===== src/sv/lsp2c_fifo.sv =====
// Small register queue with registered pointers and fill count.
// Used between front and back and as the result queue; no dependencies.
`timescale 1ns / 1ps

module lsp2c_fifo #(
    parameter int unsigned WIDTH = 8,
    parameter int unsigned DEPTH = 4
) (
    input  logic             i_clk,
    input  logic             i_rst_n,
    input  logic             i_push,
    input  logic [WIDTH-1:0] i_data,
    output logic             o_full,
    input  logic             i_pop,
    output logic [WIDTH-1:0] o_data,
    output logic             o_empty
);

    localparam int unsigned AW = (DEPTH > 1) ? $clog2(DEPTH) : 1;
    localparam int unsigned CW = $clog2(DEPTH + 1);

    logic [WIDTH-1:0] r_mem [DEPTH];
    logic [AW-1:0]    r_wr, r_rd;
    logic [CW-1:0]    r_cnt;
    logic             wr_en, rd_en;

    assign o_full  = (r_cnt == CW'(DEPTH));
    assign o_empty = (r_cnt == '0);
    assign wr_en   = i_push && !o_full;
    assign rd_en   = i_pop && !o_empty;
    assign o_data  = r_mem[r_rd];

    always_ff @(posedge i_clk) begin
        if (wr_en) begin
            r_mem[r_wr] <= i_data;
        end
    end

    always_ff @(posedge i_clk) begin
        if (!i_rst_n) begin
            r_wr  <= '0;
            r_rd  <= '0;
            r_cnt <= '0;
        end else begin
            if (wr_en) begin
                r_wr <= (r_wr == AW'(DEPTH - 1)) ? '0 : r_wr + 1'b1;
            end
            if (rd_en) begin
                r_rd <= (r_rd == AW'(DEPTH - 1)) ? '0 : r_rd + 1'b1;
            end
            case ({wr_en, rd_en})
                2'b10:   r_cnt <= r_cnt + 1'b1;
                2'b01:   r_cnt <= r_cnt - 1'b1;
                default: r_cnt <= r_cnt;
            endcase
        end
    end

endmodule


===== config.mk =====
export PLATFORM = sky130hd
export DESIGN_NAME = lsp2c_fifo
export DESIGN_NICKNAME = d
export VERILOG_FILES = /design/src/sv/lsp2c_fifo.sv
export SDC_FILE = /design/constraint.sdc
export NUM_CORES = 1
export LEC_CHECK = 0
export BUFFER_PORTS_ARGS = -buffer_cell sky130_fd_sc_hd__buf_2
export CAP_MARGIN = 20
export CORE_MARGIN = 2
export CORE_UTILIZATION = 30
export CTS_CLUSTER_DIAMETER = 60
export DETAILED_ROUTE_END_ITERATION = 12
export GPL_ROUTABILITY_DRIVEN = 0
export PLACE_DENSITY_LB_ADDON = 0.12
export SKIP_LAST_GASP = 1
export SLEW_MARGIN = 20
export SYNTH_ARGS = -nofsm -noshare
export SYNTH_HDL_FRONTEND = slang
export SYNTH_SLANG_ARGS = --single-unit

===== constraint.sdc =====
create_clock -name i_clk -period 2.3 [get_ports i_clk]
set_input_delay 0.23 -clock i_clk [delete_from_list [all_inputs] [get_ports i_clk]]
set_output_delay 0.23 -clock i_clk [all_outputs]
set_load 0.01 [all_outputs]

==> results summary <==
The final count of pins violating max slew came to 0. The worst setup path is captured at a flop. The later pin in the worst-skew pair is clocked with a latency of 0.29 ns.

The overall power is 1.911 mW. The post-synthesis sequential area ratio is 69.41%. The tightest hold path in the finished design has a slack of 0.1511 ns. The sequential cell area is 1141 um^2.

The total power per unit cell area came out at 996.9 nW/um^2. In the final layout, the multi-input gates occupy about 460 um^2. The initial utilization of the core area, before any placement, comes to about a third. In the synthesized netlist, the number of instances is 98. The total routed wirelength came out at 2796 um. The share of Yosys cell area claimed by the top area cell type came out at 58.45%. The run finished with clean final reports.

The critical path in this run is classified as reg -> reg. The placeable core region came out at between 5000 and 6000 um^2. Counting flops with an async set or reset pin after synthesis yields a share of 0%. Among all flip-flop cells after synthesis, the most frequent one is edfxtp_1. TritonCTS built the clock tree. After floorplanning, the core was divided into 26 placement rows.

The total inserted antenna cells came out at 0. The launching element type of the critical path is a flop. The total vias in the final route came out at 830. The cts-stage hold buffer count came out at 0.

The area growth from synthesis to layout is 16.59%. The number of nets in the layout came out at 143. Sorting the synthesized cells by area gives the leading types as edfxtp_1, dfxtp_1, mux4_2. The final count of hold timing violations came out at 0. The max-capacitance violation count is 0. Once detail routing completed, the nets flagged for antenna violations numbered 0. The detailed-router iteration count before antenna repair came out at 3. The endpoint identified for the worst register-to-register timing path is r_cnt[2]$_SDFFE_PN0P_. Clock tree synthesis selected as its root buffer the cell clkbuf_8. Entering global routing, the biggest net connects 13 pins. The maximum operating frequency is ~0.47 GHz. On the final layout, the worst clock skew is 0.006137 ns. The critical-path maximum fanout is 7.

The unique cell type count in the Yosys netlist is 22. The final-layout fill cell count is 512. The combined global-route utilization of all metal layers is 10.69%.

The width of the chip came out at 78.03 um. The die outline area is between 6000 and 7000 um^2. The number of remaining DRC errors came out at 0. The count of buffers from port buffering came out at 21. Setup violations remaining at the end of the flow were counted as 0. The path class of the tightest hold or removal check is in -> reg. VDD sags by at most 0.3237 mV.

Setup repair after global routing left no endpoint under its margin. The startpoint identified for the worst register-to-register timing path is r_cnt[2]$_SDFFE_PN0P_. The final critical-path share of the clock period came out at 92.01%.

The worst path setup slack after routing came out at 0.1838 ns. The launch point of the worst path is r_cnt[2]$_SDFFE_PN0P_. STA puts the critical path data arrival time at 2.33 ns. The number of instances resized during post-cts repair came out at 0.

The wire length per cell after detailed routing is 14.34 um. The number of cell instances on the worst register-to-register path is 9. Counting the buffers created by CTS gives 5. The required time at the worst-slack endpoint is ~2.5 ns. After clock tree synthesis, the clock-pin slew on the worst setup and hold paths is roughly 0.080 ns. The tightest slew margin relative to the limit is 68.27%. In this run, synthesis inferred 32 flip-flops with an integrated enable.

At the pin with the least slew margin, the transition time is 0.4759 ns. The first-pass GRT wire length is 4609 um. The placement-stage worst setup slack is around 0.17 ns. Following the worst setup path forward leads to its endpoint at r_cnt[2]$_SDFFE_PN0P_. The via count of the first global-routing pass came out at between 800 and 900. The leading area contributor after synthesis is edfxtp_1. No sink is reached through more buffers than the 2 on the longest clock path. The floorplan step set the die height to between 70 and 80 um. The via density per instance came out at 4.256. The number of setup buffers added after CTS is 0. Ranked by instance count, the synthesized netlist is headed by edfxtp_1, dfxtp_1, mux4_2. In this run the mean area of a mapped cell was 16.78 um^2. After layout, the minimum clock period comes to 2.116 ns. The total standard cell area after synthesis is 1644 um^2. The initial antenna violation count was 0. The number of nets in the synthesized netlist is ~120.

The TritonCTS sink count came out at 41. After global routing the overflow that remains totals 0. The detailed router finished its first iteration with 52 violations. The ratio of cells with drive above 1 in the final layout is 30.40%. The sum of net half-perimeters after detailed placement came out at 1901 um. The number of I/O pins is 22.

The aggregate negative setup slack is 0 ns. The H-tree was split into 2 levels. The worst register-to-register path has a setup slack of 0.18 ns.

The most used standard cell by instance count after synthesis is edfxtp_1. During synthesis, Yosys emitted a total of 0 warnings. In this run the static leakage power is 0.6895 nW.

Synthesis inferred 41 register bits.
## metal layers
| metal | vias up | routed length [um] | track usage (%) |
|---|---|---|---|
| met5 | - | 0 | 0 |
| met4 | 0 | 66 | 5.789 |
| met3 | 7 | 106 | 4.138 |
| met2 | 13 | 1407 | 16.12 |
| met1 | 403 | 1216 | 13.23 |
| li1 | 407 | - | - |
## worst min-delay path by stage
stage,start,to,slack (ns),cells past startpoint
after floorplan,i_data[0],r_mem[0][0]$_DFFE_PP_,0.33,0
after detailed placement,i_data[2],r_mem[2][2]$_DFFE_PP_,0.45,1
after global placement,i_data[2],r_mem[1][2]$_DFFE_PP_,0.44,1
after global routing,i_data[2],r_mem[2][2]$_DFFE_PP_,0.13,1
final,i_data[2],r_mem[2][2]$_DFFE_PP_,0.15,1
after CTS,i_data[2],r_mem[2][2]$_DFFE_PP_,0.14,1
## report_power, final
part | switching (mW) | internal [mW] | leakage (nW) | total [mW]
registers | 0.0717 | 0.906 | 0.367 | 0.977
logic | 0.239 | 0.257 | 0.282 | 0.496
clock network | 0.227 | 0.211 | 0.0399 | 0.438
## kinds of logic (layout without fill, tap and decap cells)
| kind of cell | Yosys count | after routing | share of synthesized area (%) |
|---|---|---|---|
| flops | 41 | 41 | 69.41 |
| simple gates | 21 | 21 | 6.774 |
| buf+inv | 11 | 38 | 2.664 |
| mux | 10 | 10 | 12.18 |
| fa+ha+maj | 7 | 7 | 5.784 |
| compound gates | 6 | 6 | 2.131 |
| xor+xnor | 2 | 2 | 1.066 |
## per-stage QoR
| step | area (um^2) | utilization [%] | cells |
|---|---|---|---|
| 6_report | 1917 | 36.83 | 195 |
| 5_1_grt | 1917 | 36.83 | 195 |
| 4_1_cts | 1914 | 36.78 | 195 |
| 3_5_place_dp | 1834 | 35.24 | 187 |
| 3_3_place_gp | 1834 | 35.24 | 187 |
| 2_1_floorplan | 1644 | - | 98 |
## flip-flops by register name (all words and copies together), names as in the netlist, named ones only
name / flops
r_mem: 32
r_cnt: 3
r_rd: 2
r_wr: 2
## cell type report
type	count	area share [%]
clock buffers	7	3.982
clock inverters	1	0.1958
inverters	7	1.371
multi-input cells	46	24.09
flip-flops and latches	41	59.53
well taps	70	4.569
repair buffers	23	6.266
## worst max-delay path, cell delays in order, from the launching register on
cell	delay, ns
dfxtp_1	0.38
nor3b_2	0.23
nor2b_2	0.11
inv_1	0.07
ha_1	0.18
inv_1	0.06
fa_1	0.40
xor2_1	0.16
or3_1	0.30
a21boi_0	0.16
## layout by cell type (no fill, tap or decap), types with 2 or more instances in the layout
master | synthesis | final
nand3_1 | 2 | 2
dfxtp_1 | 9 | 9
nand2_1 | 7 | 7
edfxtp_1 | 32 | 32
ha_1 | 6 | 6
and2_1 | 6 | 6
o21ai_0 | 4 | 4
buf_2 | 2 | 21
clkbuf_8 | 0 | 5
mux2i_1 | 2 | 2
nor2_1 | 2 | 2
buf_4 | 0 | 2
clkbuf_1 | 2 | 2
inv_1 | 7 | 7
mux4_2 | 8 | 8
Note: power is estimated with default switching activity, not from simulation.
