--- config.mk ---
export PLATFORM = sky130hd
export DESIGN_NAME = lsp2c_front
export DESIGN_NICKNAME = d
export VERILOG_FILES = /design/src/sv/lsp2c_pkg.sv /design/src/sv/lsp2c_front.sv
export SDC_FILE = /design/constraint.sdc
export NUM_CORES = 1
export LEC_CHECK = 0
export BUFFER_PORTS_ARGS = -buffer_cell sky130_fd_sc_hd__buf_4
export CORE_ASPECT_RATIO = 1.1
export CORE_MARGIN = 3
export CORE_UTILIZATION = 50
export CTS_CLUSTER_DIAMETER = 200
export DETAILED_ROUTE_END_ITERATION = 12
export PLACE_DENSITY = 0.72
export SLEW_MARGIN = 30
export SYNTH_ARGS = -nofsm -noshare
export SYNTH_HDL_FRONTEND = slang
export SYNTH_SLANG_ARGS = --single-unit
--- constraint.sdc ---
create_clock -name i_clk -period 4.14 [get_ports i_clk]
set_input_delay 0.207 -clock i_clk [delete_from_list [all_inputs] [get_ports i_clk]]
set_output_delay 0.207 -clock i_clk [all_outputs]
set_load 0.02 [all_outputs]
--- src/sv/lsp2c_pkg.sv ---
// Shared types and constants of the laser scan polar-to-cartesian converter.
// No dependencies; the front, back and top files use these by scoped names.
`timescale 1ns / 1ps

package lsp2c_pkg;

    localparam int unsigned RANGE_W  = 24;
    localparam int unsigned WORD_W   = 32;
    localparam int unsigned POS_W    = 25;
    localparam int unsigned CFG_AW   = 3;
    localparam int unsigned GUARD    = 8;
    localparam int unsigned KINV_W   = 30;
    localparam int unsigned PROD_W   = RANGE_W + KINV_W;
    localparam int unsigned XW       = 35;
    localparam int unsigned ZW       = 33;
    localparam int unsigned TAB_LEN  = 24;

    localparam logic [KINV_W-1:0]  KINV        = 30'd652032875;
    localparam logic [RANGE_W-1:0] OUT_LIMIT   = 24'hFFFFFF;
    localparam logic [RANGE_W-1:0] MAX_RANGE_RST = 24'hFFFFFF;
    localparam logic [WORD_W-1:0]  QUARTER     = 32'h2000_0000;

    localparam logic [WORD_W-1:0] ATAN_TAB [TAB_LEN] = '{
        32'h20000000, 32'h12E4051E, 32'h09FB385B, 32'h051111D4, 32'h028B0D43,
        32'h0145D7E1, 32'h00A2F61E, 32'h00517C55, 32'h0028BE53, 32'h00145F2F,
        32'h000A2F98, 32'h000517CC, 32'h00028BE6, 32'h000145F3, 32'h0000A2FA,
        32'h0000517D, 32'h000028BE, 32'h0000145F, 32'h00000A30, 32'h00000518,
        32'h0000028C, 32'h00000146, 32'h000000A3, 32'h00000051
    };

    typedef enum logic [CFG_AW-1:0] {
        REG_START_ANGLE = 3'd0,
        REG_ANGLE_STEP  = 3'd1,
        REG_MIN_RANGE   = 3'd2,
        REG_MAX_RANGE   = 3'd3,
        REG_START_TIME  = 3'd4,
        REG_TIME_STEP   = 3'd5
    } t_cfg_reg;

    typedef struct packed {
        logic               kept;
        logic [WORD_W-1:0]  stamp;
        logic               last;
    } t_tag;

    typedef struct packed {
        logic [RANGE_W-1:0] range;
        logic [WORD_W-1:0]  angle;
        t_tag               tag;
    } t_beam_item;

    typedef struct packed {
        logic                    kept;
        logic signed [POS_W-1:0] x;
        logic signed [POS_W-1:0] y;
        logic [WORD_W-1:0]       stamp;
        logic                    last;
    } t_point;

endpackage

--- src/sv/lsp2c_front.sv ---
// Front part: configuration registers, beam angle and time accumulators,
// range window test. Depends on lsp2c_pkg.
`timescale 1ns / 1ps

module lsp2c_front (
    input  logic                                i_clk,
    input  logic                                i_rst_n,
    input  logic                                i_cfg_we,
    input  logic [lsp2c_pkg::CFG_AW-1:0]        i_cfg_addr,
    input  logic [lsp2c_pkg::WORD_W-1:0]        i_cfg_wdata,
    input  logic                                i_push,
    input  logic                                i_full,
    input  logic [lsp2c_pkg::RANGE_W-1:0]       i_range_sample,
    input  logic                                i_scan_last,
    output logic                                o_item_vld,
    output lsp2c_pkg::t_beam_item               o_item
);

    logic [lsp2c_pkg::WORD_W-1:0]  r_start_angle, r_angle_step, r_start_time, r_time_step;
    logic [lsp2c_pkg::RANGE_W-1:0] r_min_range, r_max_range;
    logic [lsp2c_pkg::WORD_W-1:0]  r_beam_angle, r_beam_time;
    logic [lsp2c_pkg::WORD_W-1:0]  n_beam_angle, n_beam_time;
    logic                          accept;

    assign accept     = i_push && !i_full;
    assign o_item_vld = accept;

    always_comb begin
        o_item.range     = i_range_sample;
        o_item.angle     = r_beam_angle;
        o_item.tag.kept  = (i_range_sample > r_min_range) && (i_range_sample < r_max_range);
        o_item.tag.stamp = r_beam_time;
        o_item.tag.last  = i_scan_last;
    end

    always_comb begin
        n_beam_angle = r_beam_angle;
        n_beam_time  = r_beam_time;
        if (accept) begin
            if (i_scan_last) begin
                n_beam_angle = r_start_angle;
                n_beam_time  = r_start_time;
            end else begin
                n_beam_angle = r_beam_angle + r_angle_step;
                n_beam_time  = r_beam_time + r_time_step;
            end
        end
        // a write of a start value also loads its accumulator
        if (i_cfg_we) begin
            if (i_cfg_addr == lsp2c_pkg::REG_START_ANGLE) begin
                n_beam_angle = i_cfg_wdata;
            end
            if (i_cfg_addr == lsp2c_pkg::REG_START_TIME) begin
                n_beam_time = i_cfg_wdata;
            end
        end
    end

    always_ff @(posedge i_clk) begin
        if (!i_rst_n) begin
            r_start_angle <= '0;
            r_angle_step  <= '0;
            r_min_range   <= '0;
            r_max_range   <= lsp2c_pkg::MAX_RANGE_RST;
            r_start_time  <= '0;
            r_time_step   <= '0;
            r_beam_angle  <= '0;
            r_beam_time   <= '0;
        end else begin
            r_beam_angle <= n_beam_angle;
            r_beam_time  <= n_beam_time;
            if (i_cfg_we) begin
                unique case (i_cfg_addr)
                    lsp2c_pkg::REG_START_ANGLE: r_start_angle <= i_cfg_wdata;
                    lsp2c_pkg::REG_ANGLE_STEP:  r_angle_step  <= i_cfg_wdata;
                    lsp2c_pkg::REG_MIN_RANGE:
                        r_min_range <= i_cfg_wdata[lsp2c_pkg::RANGE_W-1:0];
                    lsp2c_pkg::REG_MAX_RANGE:
                        r_max_range <= i_cfg_wdata[lsp2c_pkg::RANGE_W-1:0];
                    lsp2c_pkg::REG_START_TIME:  r_start_time  <= i_cfg_wdata;
                    lsp2c_pkg::REG_TIME_STEP:   r_time_step   <= i_cfg_wdata;
                    default: ;
                endcase
            end
        end
    end

endmodule

==> run summary <==
#FFs+latches synth = 240
r2r worst-path depth = 10
Worst setup SP type = flip-flop
PD cells = 342 mW/mm²
share of cells above drive strength 1 = 0.126
Slew Viols, Final = 0
worst hold slack = 0.140 ns
commonest non-fill, non-tap cell in the layout = nand2_1
largest net degree at the start of global routing = 173
post-route minimum period = 3.14 ns
Critical R2R Capture = r_beam_angle[26]
Max Cap Viol = 0
Distinct cells, synth = 74
Final Cell Area = 0.0169 mm²
Synth Area in Simple Gates = 0.180
post-synth top area share = 0.330
htree depth = 1
Seq/Total Area, Yosys = 0.330
crit path kind = flip-flop to output port
grt total ovfl = 0
Critical Path AT = 2.93 ns
Ports = 156
DR vias = 13,300
syn_nets = 2,011
Vias/cell = 5.76
core area = 0.0283 mm²
final hold viol count = 0
Post-route DRC = 0
synth warn = 0
Top FF cell, synth = dfxtp_1
register area = 0.00480 mm²
flop2flop setup slack = 1.0 ns
mux share of post-synthesis cell area = 0.00972
DP Area = 0.0156 mm²
Placer Congestion = 0.902
TritonRoute pass-1 iters = 5
period utilization = 0.759
Max VDD drop = 302 µV
clk_lat worst skew = 0.54 ns
Slew @ Worst Pin = 0.945 ns
All-Layer GR Usage = 0.260
unrepaired setup endpoints after global routing = no
critical path peak fanout = 2
Rel. slew slack = 0.369
largest family of logic cells by synthesized area = compound AO/OA/AOI/OAI gates
1st-iter DRT viols = 884
post-CTS setup buffers = 0
synth top area cells = dfxtp_1 (33%), nand2_1 (11%), ha_1 (9.4%), a21boi_0 (9.3%), o211ai_1 (4.2%)
final-layout fill cell count = 2,554
vias in the first global route = 13,100
antenna-violating nets left = 0
Synth Area in XOR/XNOR = 0.0307
Final setup viols = 0
Worst Setup SP = r_max_range[17]
CTS tree = yes
die area = 0.0312 mm²
post-synthesis compound-gate area fraction = 0.286
Post-synth EDFFs = 0
Final Util = 0.596
NumNets Final = 2,095
first-pass GRT wire length = 67.2 mm
asr flop ratio synth = 0
die span in x = 169 µm
Avg Cell Area, Syn = 7.93 µm²
worst hold path type = input port to flip-flop
Root Buffer = clkbuf_16
Post-Syn Instances = 1,835
clock tree buffer depth = 3
largest area contributor in the netlist = dfxtp_1
Sum Neg Setup Slack = 0 ns
Post-DP HPWL = 28.6 mm
share of synthesized cell area in full adder, half adder and majority cells = 0.0965
Synth-to-Final Area Change = 15.9%
leak pwr = 7.05 nW
Num CTS Buffers = 27
Worst Clk Skew = 0.0101 ns
effective utilization at floorplan = 0.515
Avg WL per Cell = 18.0 µm
status = completed
# diodes = 0
Peak Freq = 0.318 GHz
total wire length = 41.3 mm
Clock transition at path regs = 0.06 ns
CP Capture Type = output port
Syn Std Cell Area = 0.0145 mm²
Placed Cells = 2,221
worst setup path end = o_item[33]
most frequent cells in the layout = nand2_1 (439), dfxtp_1 (240), a21boi_0 (180)
post-cts sizing count = 0
Worst EP required = 3.93 ns
Multi-input gate area = 0.00879 mm²
IO Port Bufs = 155
DIE HEIGHT = 185 µm
total clock sinks = 240
# rows = 64
initial antenna violation count = 0
worst r2r src = r_beam_angle[0]
Non-Filler Instances = 2,301
## cell families after synthesis
| kind of cell | Yosys count |
|---|---|
| adder cells (fa/ha/maj) | 111 |
| AND/OR/NAND/NOR | 609 |
| XOR/XNOR | 51 |
| buffers and inverters | 221 |
| flip-flops | 240 |
| multiplexers | 14 |
| AO/OA/AOI/OAI | 589 |
## synth_stat cells (5+ instances only)
library cell and count:
mux2i_1 13, nand4_1 21, a32o_1 6, a21oi_1 85
nand3_1 18, clkbuf_1 103, nor3_1 10, o21a_1 12
ha_1 109, nor2_1 42, buf_4 33, o211ai_1 81
nor2b_1 15, or3_1 5, xnor2_1 27, xor2_1 24
a21o_1 48, o21bai_1 6, o31ai_1 6, o21ai_0 73
inv_1 74, nand2b_1 13, buf_1 6, a41oi_1 5
nand3b_1 5, a21boi_0 180, nor3b_1 5, dfxtp_1 240
o21ai_1 14, and3_1 13, a31oi_1 11, and2_1 11
nand2_1 439, a211oi_1 8
## layout make-up
cell class	instances	share of cell area
inverter	74	0.0165
multi-input combinational	1374	0.522
sequential	240	0.285
clock buffer	39	0.0469
clock inverter	9	0.00750
timing repair buffer	202	0.0955
tap	363	0.0269
## layer usage
| layer | vias up | global-route usage | routed length [µm] |
|---|---|---|---|
| met3 | 68 | 0.0410 | 2700 |
| li1 | 6566 | - | - |
| met1 | 6217 | 0.345 | 18500 |
| met4 | 0 | 0.0707 | 1000 |
| met2 | 405 | 0.442 | 19100 |
| met5 | - | 0 | 0 |
## critical path, stage by stage, from the launching register on
cell	delay, ns
dfxtp_1	0.30
inv_1	0.05
ha_1	0.30
a21o_1	0.18
a21o_1	0.18
a21o_1	0.18
a21o_1	0.17
a21o_1	0.17
a21o_1	0.20
a211oi_1	0.23
o31a_1	0.17
o31a_1	0.13
buf_4	0.14
## metrics by stage
stage	setup slack, ns	power, W
after floorplan	1.29	0.00301
after global placement	1.09	0.00329
after detailed placement	1.06	0.00331
after CTS	0.982	0.00581
after global routing	0.871	0.00600
final	0.999	0.00577
## flip-flops by register name, indices dropped and copies added (netlist names)
| signal | cells |
|---|---|
| r_angle_step | 32 |
| r_beam_angle | 32 |
| r_beam_time | 32 |
| r_start_angle | 32 |
| r_start_time | 32 |
| r_time_step | 32 |
| r_max_range | 24 |
| r_min_range | 24 |
## power by group
| part | internal, W | switching (W) |
|---|---|---|
| clock | 0.00151 | 0.000978 |
| sequential | 0.00239 | 0.0000575 |
| combinational | 0.000342 | 0.000500 |
## repair_timing
action | 4_1_cts | 5_1_grt
endpoints found under the hold margin | 146 | 0
endpoints found under the setup margin | 0 | 0
hold buffers | 32 | 0
## how the worst min path moves through the flow
stage | from | to | slack, ns | cells after the start
after detailed placement | r_start_time[25] | r_start_time[25] | 0.46 | 2
after global routing | i_rst_n | r_max_range[15] | 0.15 | 2
after CTS | i_rst_n | r_beam_angle[28] | 0.12 | 3
final | i_rst_n | r_beam_angle[28] | 0.14 | 3
after global placement | r_start_time[29] | r_start_time[29] | 0.45 | 2
after floorplan | i_cfg_wdata[14] | r_beam_time[14] | 0.31 | 2
No activity file was read; power rests on OpenSTA's default activity.
